--- src/ida_pkg.sv ---
`timescale 1ns / 1ps

package ida_pkg;

   // Field widths of the request and result words
   localparam int ID_W      = 10;
   localparam int KIND_W    = 2;
   localparam int TDATA_W   = 16;

   // Bitmap storage: 32 IDs per map word, IDs above 1023 are never reachable
   localparam int WORD_BITS = 32;
   localparam int BIT_W     = 5;
   localparam int ID_LIMIT  = 1024;
   localparam int ID_COUNT_DEFAULT = 1024;

   // Request kinds
   localparam logic [KIND_W-1:0] KIND_ALLOC = 2'd0;
   localparam logic [KIND_W-1:0] KIND_FREE  = 2'd1;
   localparam logic [KIND_W-1:0] KIND_MARK  = 2'd2;

   // One map word: freed-but-not-reused bits and in-use bits for 32 IDs
   typedef struct packed {
      logic [WORD_BITS-1:0] rel_bits;
      logic [WORD_BITS-1:0] used_bits;
   } map_word_type;

   typedef enum logic [2:0] {
      ST_IDLE,
      ST_SCAN,
      ST_TAIL,
      ST_DECIDE,
      ST_WRITE,
      ST_RESP
   } state_type;

   // Position of the lowest set bit of a word (0 when the word is empty)
   function automatic logic [BIT_W-1:0] low_one(input logic [WORD_BITS-1:0] w);
      logic [BIT_W-1:0] pos;
      pos = '0;
      for (int i = WORD_BITS - 1; i >= 0; i--) begin
         if (w[i]) begin
            pos = BIT_W'(i);
         end
      end
      return pos;
   endfunction

   // Position of the highest set bit of a word (0 when the word is empty)
   function automatic logic [BIT_W-1:0] high_one(input logic [WORD_BITS-1:0] w);
      logic [BIT_W-1:0] pos;
      pos = '0;
      for (int i = 0; i < WORD_BITS; i++) begin
         if (w[i]) begin
            pos = BIT_W'(i);
         end
      end
      return pos;
   endfunction

endpackage

--- src/ida_map.sv ---
`timescale 1ns / 1ps

module ida_map
   import ida_pkg::*;
#(
   parameter int WORDS  = 32,
   parameter int ADDR_W = 5
) (
   input  logic               clock,
   input  logic               reset,
   input  logic               rd_en,
   input  logic [ADDR_W-1:0]  rd_addr,
   output map_word_type       rd_data,
   input  logic               wr_en,
   input  logic [ADDR_W-1:0]  wr_addr,
   input  map_word_type       wr_data
);

   map_word_type           mem_ff [WORDS];
   logic [WORDS-1:0]       vld_ff;
   map_word_type           rd_data_ff;

   // Track which words have been written since reset; unwritten words read as zero
   always_ff @(posedge clock) begin
      if (reset) begin
         vld_ff <= '0;
      end else if (wr_en) begin
         vld_ff[wr_addr] <= 1'b1;
      end
   end

   // Write port
   always_ff @(posedge clock) begin
      if (wr_en) begin
         mem_ff[wr_addr] <= wr_data;
      end
   end

   // Registered read port
   always_ff @(posedge clock) begin
      if (rd_en) begin
         rd_data_ff <= vld_ff[rd_addr] ? mem_ff[rd_addr] : '0;
      end
   end

   assign rd_data = rd_data_ff;

endmodule

--- src/id_allocator.sv ---
`timescale 1ns / 1ps

// ID allocator: hands out IDs 0 .. highest_id from two bitmaps (in use, freed).
// Request channel req_*: req_tuser is the kind (allocate, free, mark used),
// req_tdata[9:0] the ID for free and mark used. One result word per request on
// rsp_*: rsp_tdata[9:0] is the allocated or requested ID, rsp_tuser the ok flag.
// csr_we/csr_wdata write highest_id (0 selects min(ID_COUNT,1024)-1); write only when idle.
// The maps sit in one memory of WORDS = ceil(min(ID_COUNT,1024)/32) words,
// each holding the freed and in-use bits of 32 IDs, one read port.
// Allocate: one pass reads every map word through the word scanner, then a
// read-modify-write of the chosen word; when no ID can be given, the result
// is given with no write. Free and mark used: a single read-modify-write;
// an out-of-range ID or an unknown kind is answered with no memory access.
// One request is in work at a time; req_tready is high only when idle.
// A result waits in the output register while rsp_tready is low; the next
// request is still taken, and its result holds until the output is free.
// Reset clears one valid bit per map word, so both maps read as empty at once,
// with no clearing pass; highest_id returns to 0.
module id_allocator
   import ida_pkg::*;
#(
   parameter int ID_COUNT = ID_COUNT_DEFAULT
) (
   input  logic                clock,
   input  logic                reset,
   // request word
   input  logic                req_tvalid,
   output logic                req_tready,
   input  logic [TDATA_W-1:0]  req_tdata,   // [9:0] id
   input  logic [KIND_W-1:0]   req_tuser,   // [1:0] kind
   // result word
   output logic                rsp_tvalid,
   input  logic                rsp_tready,
   output logic [TDATA_W-1:0]  rsp_tdata,   // [9:0] result_id
   output logic                rsp_tuser,   // [0] ok
   // configuration
   input  logic                csr_we,
   input  logic [ID_W-1:0]     csr_wdata
);

   localparam int MAP_IDS = (ID_COUNT > ID_LIMIT) ? ID_LIMIT : ID_COUNT;
   localparam int WORDS   = (MAP_IDS + WORD_BITS - 1) / WORD_BITS;
   localparam int ADDR_W  = (WORDS > 1) ? $clog2(WORDS) : 1;
   localparam logic [ID_W-1:0] ID_TOP = ID_W'(MAP_IDS - 1);

   state_type              state_ff, state_in;
   logic [ADDR_W-1:0]      scan_ff, scan_in;
   logic                   chk_vld_ff, chk_vld_in;
   logic [ADDR_W-1:0]      chk_idx_ff, chk_idx_in;
   logic                   rel_found_ff, rel_found_in;
   logic [ID_W-1:0]        rel_pos_ff, rel_pos_in;
   logic                   used_found_ff, used_found_in;
   logic [ID_W-1:0]        used_hi_ff, used_hi_in;
   logic                   gap_found_ff, gap_found_in;
   logic [ID_W-1:0]        gap_pos_ff, gap_pos_in;
   logic [KIND_W-1:0]      op_kind_ff, op_kind_in;
   logic [ID_W-1:0]        op_id_ff, op_id_in;
   logic [ID_W-1:0]        res_id_ff, res_id_in;
   logic                   res_ok_ff, res_ok_in;
   logic                   rsp_vld_ff, rsp_vld_in;
   logic [ID_W-1:0]        rsp_id_ff, rsp_id_in;
   logic                   rsp_ok_ff, rsp_ok_in;
   logic [ID_W-1:0]        highest_ff;

   logic                   rd_en;
   logic [ADDR_W-1:0]      rd_addr;
   map_word_type           rd_data;
   logic                   wr_en;
   logic [ADDR_W-1:0]      wr_addr;
   map_word_type           wr_data;

   logic [ID_W-1:0]        max_id;
   logic [ID_W-1:0]        req_id;
   logic                   req_fire;
   logic                   out_free;
   logic [ID_W:0]          cand;
   logic                   cand_found;
   logic                   cand_ok;
   logic [BIT_W-1:0]       bit_sel;

   ida_map #(
      .WORDS  (WORDS),
      .ADDR_W (ADDR_W)
   ) u_map (
      .clock   (clock),
      .reset   (reset),
      .rd_en   (rd_en),
      .rd_addr (rd_addr),
      .rd_data (rd_data),
      .wr_en   (wr_en),
      .wr_addr (wr_addr),
      .wr_data (wr_data)
   );

   // Effective highest ID
   always_comb begin
      if (highest_ff != '0 && highest_ff < ID_TOP) begin
         max_id = highest_ff;
      end else begin
         max_id = ID_TOP;
      end
   end

   assign req_id     = req_tdata[ID_W-1:0];
   assign req_tready = (state_ff == ST_IDLE);
   assign req_fire   = req_tvalid && req_tready;
   assign out_free   = !rsp_vld_ff || rsp_tready;
   assign bit_sel    = op_id_ff[BIT_W-1:0];

   // Pick the allocation candidate from the scan results
   always_comb begin
      cand       = '0;
      cand_found = 1'b1;
      if (rel_found_ff) begin
         cand = {1'b0, rel_pos_ff};
      end else if (used_found_ff) begin
         if (used_hi_ff == max_id) begin
            cand_found = gap_found_ff && (gap_pos_ff < used_hi_ff);
            cand       = {1'b0, gap_pos_ff};
         end else begin
            cand = {1'b0, used_hi_ff} + (ID_W+1)'(1);
         end
      end
      cand_ok = cand_found && (cand <= {1'b0, max_id});
   end

   // Sequencer: next state, memory controls, scan and result updates
   always_comb begin
      state_in      = state_ff;
      scan_in       = scan_ff;
      chk_vld_in    = 1'b0;
      chk_idx_in    = chk_idx_ff;
      rel_found_in  = rel_found_ff;
      rel_pos_in    = rel_pos_ff;
      used_found_in = used_found_ff;
      used_hi_in    = used_hi_ff;
      gap_found_in  = gap_found_ff;
      gap_pos_in    = gap_pos_ff;
      op_kind_in    = op_kind_ff;
      op_id_in      = op_id_ff;
      res_id_in     = res_id_ff;
      res_ok_in     = res_ok_ff;
      rsp_vld_in    = rsp_vld_ff && !rsp_tready;
      rsp_id_in     = rsp_id_ff;
      rsp_ok_in     = rsp_ok_ff;
      rd_en         = 1'b0;
      rd_addr       = '0;
      wr_en         = 1'b0;
      wr_addr       = ADDR_W'(op_id_ff[ID_W-1:BIT_W]);
      wr_data       = rd_data;

      // Fold the word read in the previous cycle into the scan results
      if (chk_vld_ff) begin
         if (!rel_found_ff && (|rd_data.rel_bits)) begin
            rel_found_in = 1'b1;
            rel_pos_in   = ID_W'({chk_idx_ff, low_one(rd_data.rel_bits)});
         end
         if (|rd_data.used_bits) begin
            used_found_in = 1'b1;
            used_hi_in    = ID_W'({chk_idx_ff, high_one(rd_data.used_bits)});
         end
         if (!gap_found_ff && (|(~rd_data.used_bits))) begin
            gap_found_in = 1'b1;
            gap_pos_in   = ID_W'({chk_idx_ff, low_one(~rd_data.used_bits)});
         end
      end

      case (state_ff)
         ST_IDLE: begin
            if (req_fire) begin
               op_kind_in = req_tuser;
               op_id_in   = req_id;
               res_id_in  = req_id;
               res_ok_in  = 1'b0;
               if (req_tuser == KIND_ALLOC) begin
                  scan_in       = '0;
                  rel_found_in  = 1'b0;
                  used_found_in = 1'b0;
                  gap_found_in  = 1'b0;
                  state_in      = ST_SCAN;
               end else if ((req_tuser == KIND_FREE || req_tuser == KIND_MARK) &&
                            req_id <= max_id) begin
                  rd_en    = 1'b1;
                  rd_addr  = ADDR_W'(req_id[ID_W-1:BIT_W]);
                  state_in = ST_WRITE;
               end else begin
                  state_in = ST_RESP;
               end
            end
         end
         ST_SCAN: begin
            rd_en      = 1'b1;
            rd_addr    = scan_ff;
            chk_vld_in = 1'b1;
            chk_idx_in = scan_ff;
            if (scan_ff == ADDR_W'(WORDS - 1)) begin
               state_in = ST_TAIL;
            end else begin
               scan_in = scan_ff + ADDR_W'(1);
            end
         end
         ST_TAIL: begin
            state_in = ST_DECIDE;
         end
         ST_DECIDE: begin
            if (cand_ok) begin
               op_id_in = cand[ID_W-1:0];
               rd_en    = 1'b1;
               rd_addr  = ADDR_W'(cand[ID_W-1:BIT_W]);
               state_in = ST_WRITE;
            end else begin
               res_id_in = '0;
               res_ok_in = 1'b0;
               state_in  = ST_RESP;
            end
         end
         ST_WRITE: begin
            wr_en     = 1'b1;
            res_id_in = op_id_ff;
            res_ok_in = 1'b0;
            case (op_kind_ff)
               KIND_ALLOC: begin
                  wr_data.used_bits[bit_sel] = 1'b1;
                  wr_data.rel_bits[bit_sel]  = 1'b0;
                  res_ok_in                  = 1'b1;
               end
               KIND_FREE: begin
                  if (rd_data.used_bits[bit_sel]) begin
                     wr_data.used_bits[bit_sel] = 1'b0;
                     wr_data.rel_bits[bit_sel]  = 1'b1;
                     res_ok_in                  = 1'b1;
                  end
               end
               KIND_MARK: begin
                  wr_data.rel_bits[bit_sel] = 1'b0;
                  if (!rd_data.used_bits[bit_sel]) begin
                     wr_data.used_bits[bit_sel] = 1'b1;
                     res_ok_in                  = 1'b1;
                  end
               end
               default: begin
                  wr_en = 1'b0;
               end
            endcase
            state_in = ST_RESP;
         end
         ST_RESP: begin
            // Hold the result until the output register is free
            if (out_free) begin
               rsp_vld_in = 1'b1;
               rsp_id_in  = res_id_ff;
               rsp_ok_in  = res_ok_ff;
               state_in   = ST_IDLE;
            end
         end
         default: begin
            state_in = ST_IDLE;
         end
      endcase
   end

   // Control registers
   always_ff @(posedge clock) begin
      if (reset) begin
         state_ff      <= ST_IDLE;
         chk_vld_ff    <= 1'b0;
         rel_found_ff  <= 1'b0;
         used_found_ff <= 1'b0;
         gap_found_ff  <= 1'b0;
         rsp_vld_ff    <= 1'b0;
         highest_ff    <= '0;
      end else begin
         state_ff      <= state_in;
         chk_vld_ff    <= chk_vld_in;
         rel_found_ff  <= rel_found_in;
         used_found_ff <= used_found_in;
         gap_found_ff  <= gap_found_in;
         rsp_vld_ff    <= rsp_vld_in;
         if (csr_we) begin
            highest_ff <= csr_wdata;
         end
      end
   end

   // Payload registers
   always_ff @(posedge clock) begin
      scan_ff    <= scan_in;
      chk_idx_ff <= chk_idx_in;
      rel_pos_ff <= rel_pos_in;
      used_hi_ff <= used_hi_in;
      gap_pos_ff <= gap_pos_in;
      op_kind_ff <= op_kind_in;
      op_id_ff   <= op_id_in;
      res_id_ff  <= res_id_in;
      res_ok_ff  <= res_ok_in;
      rsp_id_ff  <= rsp_id_in;
      rsp_ok_ff  <= rsp_ok_in;
   end

   assign rsp_tvalid = rsp_vld_ff;
   assign rsp_tdata  = TDATA_W'(rsp_id_ff);
   assign rsp_tuser  = rsp_ok_ff;

endmodule

--- config.mk ---
export PLATFORM = sky130hd
export DESIGN_NAME = id_allocator
export DESIGN_NICKNAME = d
export VERILOG_FILES = /design/src/ida_pkg.sv /design/src/ida_map.sv /design/src/id_allocator.sv
export SDC_FILE = /design/constraint.sdc
export NUM_CORES = 2
export LEC_CHECK = 0
export BUFFER_PORTS_ARGS = -buffer_cell sky130_fd_sc_hd__clkbuf_2
export CELL_PAD_IN_SITES_DETAIL_PLACEMENT = 1
export CELL_PAD_IN_SITES_GLOBAL_PLACEMENT = 1
export CORE_MARGIN = 3
export CORE_UTILIZATION = 50
export DETAILED_ROUTE_END_ITERATION = 8
export HOLD_SLACK_MARGIN = 0.15
export PLACE_DENSITY_LB_ADDON = 0.1
export SLEW_MARGIN = 20
export SYNTH_ARGS = -nofsm -noshare
export SYNTH_HDL_FRONTEND = slang
export SYNTH_HIERARCHICAL = 1
export SYNTH_SLANG_ARGS = --single-unit
--- constraint.sdc ---
create_clock -name clock -period 5.9 [get_ports clock]
set_clock_uncertainty 0.05 [all_clocks]
set_input_delay 0.885 -clock clock [delete_from_list [all_inputs] [get_ports clock]]
set_output_delay 0.885 -clock clock [all_outputs]
set_load 0.01 [all_outputs]
==> flow_summary.ini <==
[yosys]
synthAdderAreaFrac = 0.00459
synth_top_area_frac = 0.729
async_flop_share = 0
synth_area_leader_cell = edfxtp_1
synth_seq_cells = 2236
synth_warnings = 6
ys.flop_type = edfxtp_1
ys_seq_area_frac = 0.740
syn_inst = 4889
synth_top_family_by_area = multiplexers
yosys.area_share.simple = 0.0330
synth_xor_area_frac = 0.00136
synth_cell_types = 76
muxShareOfSynthArea = 0.129
syn_area_mm2 = 0.0900
synth-edff-count = 2186
synth_compound_area_frac = 0.0694
syn_avg_cell_area_um2 = 18.4
synthTopCellsByArea = edfxtp_1 (73%), mux4_2 (7.8%), mux2i_1 (5.0%)

[routing]
routed_via_density = 6.64
drc = 0
finalWirelength_mm = 286
drtIter0Drc = 7106
firstDrtPassIters = 5
antenna_left = 0
num_vias = 52500
wl_per_cell_um = 36.2

[setup_path]
critPathCaptureType = flop
start_kind = flop
critPathKind = flop to flop
cp_num_buf_inv = 8
arrival_ns = 7.02
crit_family = compound AO/OA/AOI/OAI gates
cp.required_ns = 6.49
slowest_delay_ns = 0.49
cpMaxStageDelayCell = mux4_2
crit_fanout = 15

[sta]
fin_crit_sh = 1.09
relSlewSlack = 0.223
postLayoutSetupSlackWorst_ns = -0.532
drv_slew = 0
hold_violations = 0
tightestPinTransition_ns = 1.17
min_period_ns = 6.43
timing.fmax_ghz = 0.155
setup_viol = 64
grt_setup_unrepaired = yes
whs_ns = 0.218

[global_route]
gr-usage-all-layers = 0.307
grt_pass1_wl_mm = 403
grt_max_degree = 66
antenna_found_initial = 8
grt-ovfl-total = 0
grt_pass1_vias = 53000

[place]
dp_hpwl_mm = 157
gp_congestion = 0.870
port-buffer-count = 39
place_area_mm2 = 0.0963

[power]
peakVddDrop_mv = 0.399
power_density_mw_per_mm2 = 369
finalPower_mw = 38.9
p_leak_nw = 33.8

[floorplanning]
placementRows = 155
ios = 52
initial_core_util = 0.504
chipWidth_um = 430
die_area_mm2 = 0.185
die_h_um = 430
core_area_mm2 = 0.179

[outcome]
outcome = finished, violations left
violations = setup timing

[cells_and_area]
final_common_cell = edfxtp_1
final_cell_mix = edfxtp_1 (2186), mux2i_1 (449), buf_4 (347), mux4_2 (311), clkbuf_16 (226)
syn_to_final_growth_pct = 17.1
layout-drive-gt1-share = 0.251
nNetsFinal = 5427
fin_area_mm2 = 0.105

[clock_tree]
root_buffer = clkbuf_16
cts_tree = built
numCtsBuffers = 223
clk_pin_slew_ns = 0.06
cts.sinks = 2236
clock_latency_ns = 0.89
cts_buffer_depth = 3
h-tree-depth = 4

[run]
max-cap-violations = 0

[worst_hold_path]
min_path_type = primary input to flop
==> metrics by stage <==
step / setup TNS [ns] / std cells / utilization / worst slack, ns
3_5_place_dp: -40.65 / 7405 / 0.539 / -0.785
4_1_cts: -19.45 / 7887 / 0.588 / -0.373
6_report: -29.65 / 7902 / 0.590 / -0.532
2_1_floorplan: 0 / 4894 / - / 0.0455
5_1_grt: -41.07 / 7901 / 0.590 / -0.698
3_3_place_gp: -41.14 / 7405 / 0.539 / -0.773
==> worst paths after layout <==
kind                 startpoint  depth (start not counted)  slack, ns                 to
setup / recovery  highest_ff[8]                         29      -0.53  u_map/rd_data[56]
hold / removal     csr_wdata[6]                          3       0.22      highest_ff[6]
setup reg to reg  highest_ff[8]                         29      -0.53  u_map/rd_data[56]
hold reg to reg    res_id_ff[3]                          0       0.37       rsp_id_ff[3]
==> metal layers <==
layer / global-route usage / up-vias / wire, µm
met3: 0.0476 / 538 / 25300
met2: 0.480 / 2644 / 133000
met4: 0.102 / 2 / 10100
met1: 0.448 / 28200 / 117000
li1: - / 21100 / -
met5: 0 / - / 6
==> sequential cells by signal, summed over array words and instances, names as in the netlist, 3 cells and up <==
register,count
chk_idx_ff,5
u_map/vld_ff,32
res_id_ff,10
rel_pos_ff,10
used_hi_ff,10
gap_pos_ff,10
u_map/rd_data,64
u_map/mem_ff,2048
highest_ff,10
op_id_ff,10
rsp_id_ff,10
state_ff,3
scan_ff,5
==> kinds of logic after synthesis <==
| kind of cell | Yosys count |
|---|---|
| simple gates | 620 |
| mux | 771 |
| flops | 2236 |
| other cells | 1 |
| xor+xnor | 14 |
| fa+ha+maj | 33 |
| compound gates | 860 |
| buf+inv | 354 |
==> worst register-to-register path, delay by kind of cell, from the launching register on <==
family | cells | cell delay, ns
fa+ha+maj | 1 | 0.28
compound gates | 10 | 2.01
buf+inv | 8 | 1.40
simple gates | 7 | 1.13
mux | 3 | 0.97
flops | 1 | 0.34
==> synth_stat cells, types with 6 or more instances <==
cell type,n
a22oi_1,63
a31oi_1,26
xnor2_1,9
o21ai_1,17
o211ai_1,55
o31ai_1,28
nand4_1,19
mux2i_1,451
inv_1,39
or3_1,10
mux2_2,7
o21ai_0,172
clkbuf_1,169
nand2_1,71
nor3_1,76
nand3_1,79
a21oi_1,155
ha_1,33
o32ai_1,10
o21a_1,12
nor4_1,13
buf_12,8
a221o_1,39
edfxtp_1,2186
buf_6,33
buf_1,15
and2_1,18
nand3b_1,10
nor2_1,238
o211a_1,53
buf_8,8
nand2b_1,26
or2_2,14
a21o_1,6
a221oi_1,147
mux4_2,310
and3_1,9
dfxtp_1,50
buf_4,25
buf_2,56
a221oi_2,27
nor2b_1,17
==> power breakdown <==
group	internal (mW)	leakage, nW	switching, mW
Sequential	18.4	20.2	0.378
Clock	7.44	3.34	6.11
Combinational	2.54	10.2	3.95
Total	28.4	33.8	10.4
==> cell type report <==
type	instances	area (µm²)
tap	2355	2950
fill	15400	73200
antenna	1	2.50
timing repair buffer	554	6300
clock buffer	271	5760
inverter	40	158
multi-input combinational	2306	22500
clock inverter	139	1130
sequential	2236	66700
==> repair_timing <==
| action | CTS | global route |
|---|---|---|
| buffers inserted | 39 | 10 |
| endpoints found under the setup margin | 64 | 64 |
| cloned | 26 | 4 |
| endpoints found under the hold margin | 8 | 0 |
| hold buffers | 8 | 0 |
| pin swaps | 13 | 14 |
| resized for setup | 117 | 41 |
Power figures use the tool's default switching activity.
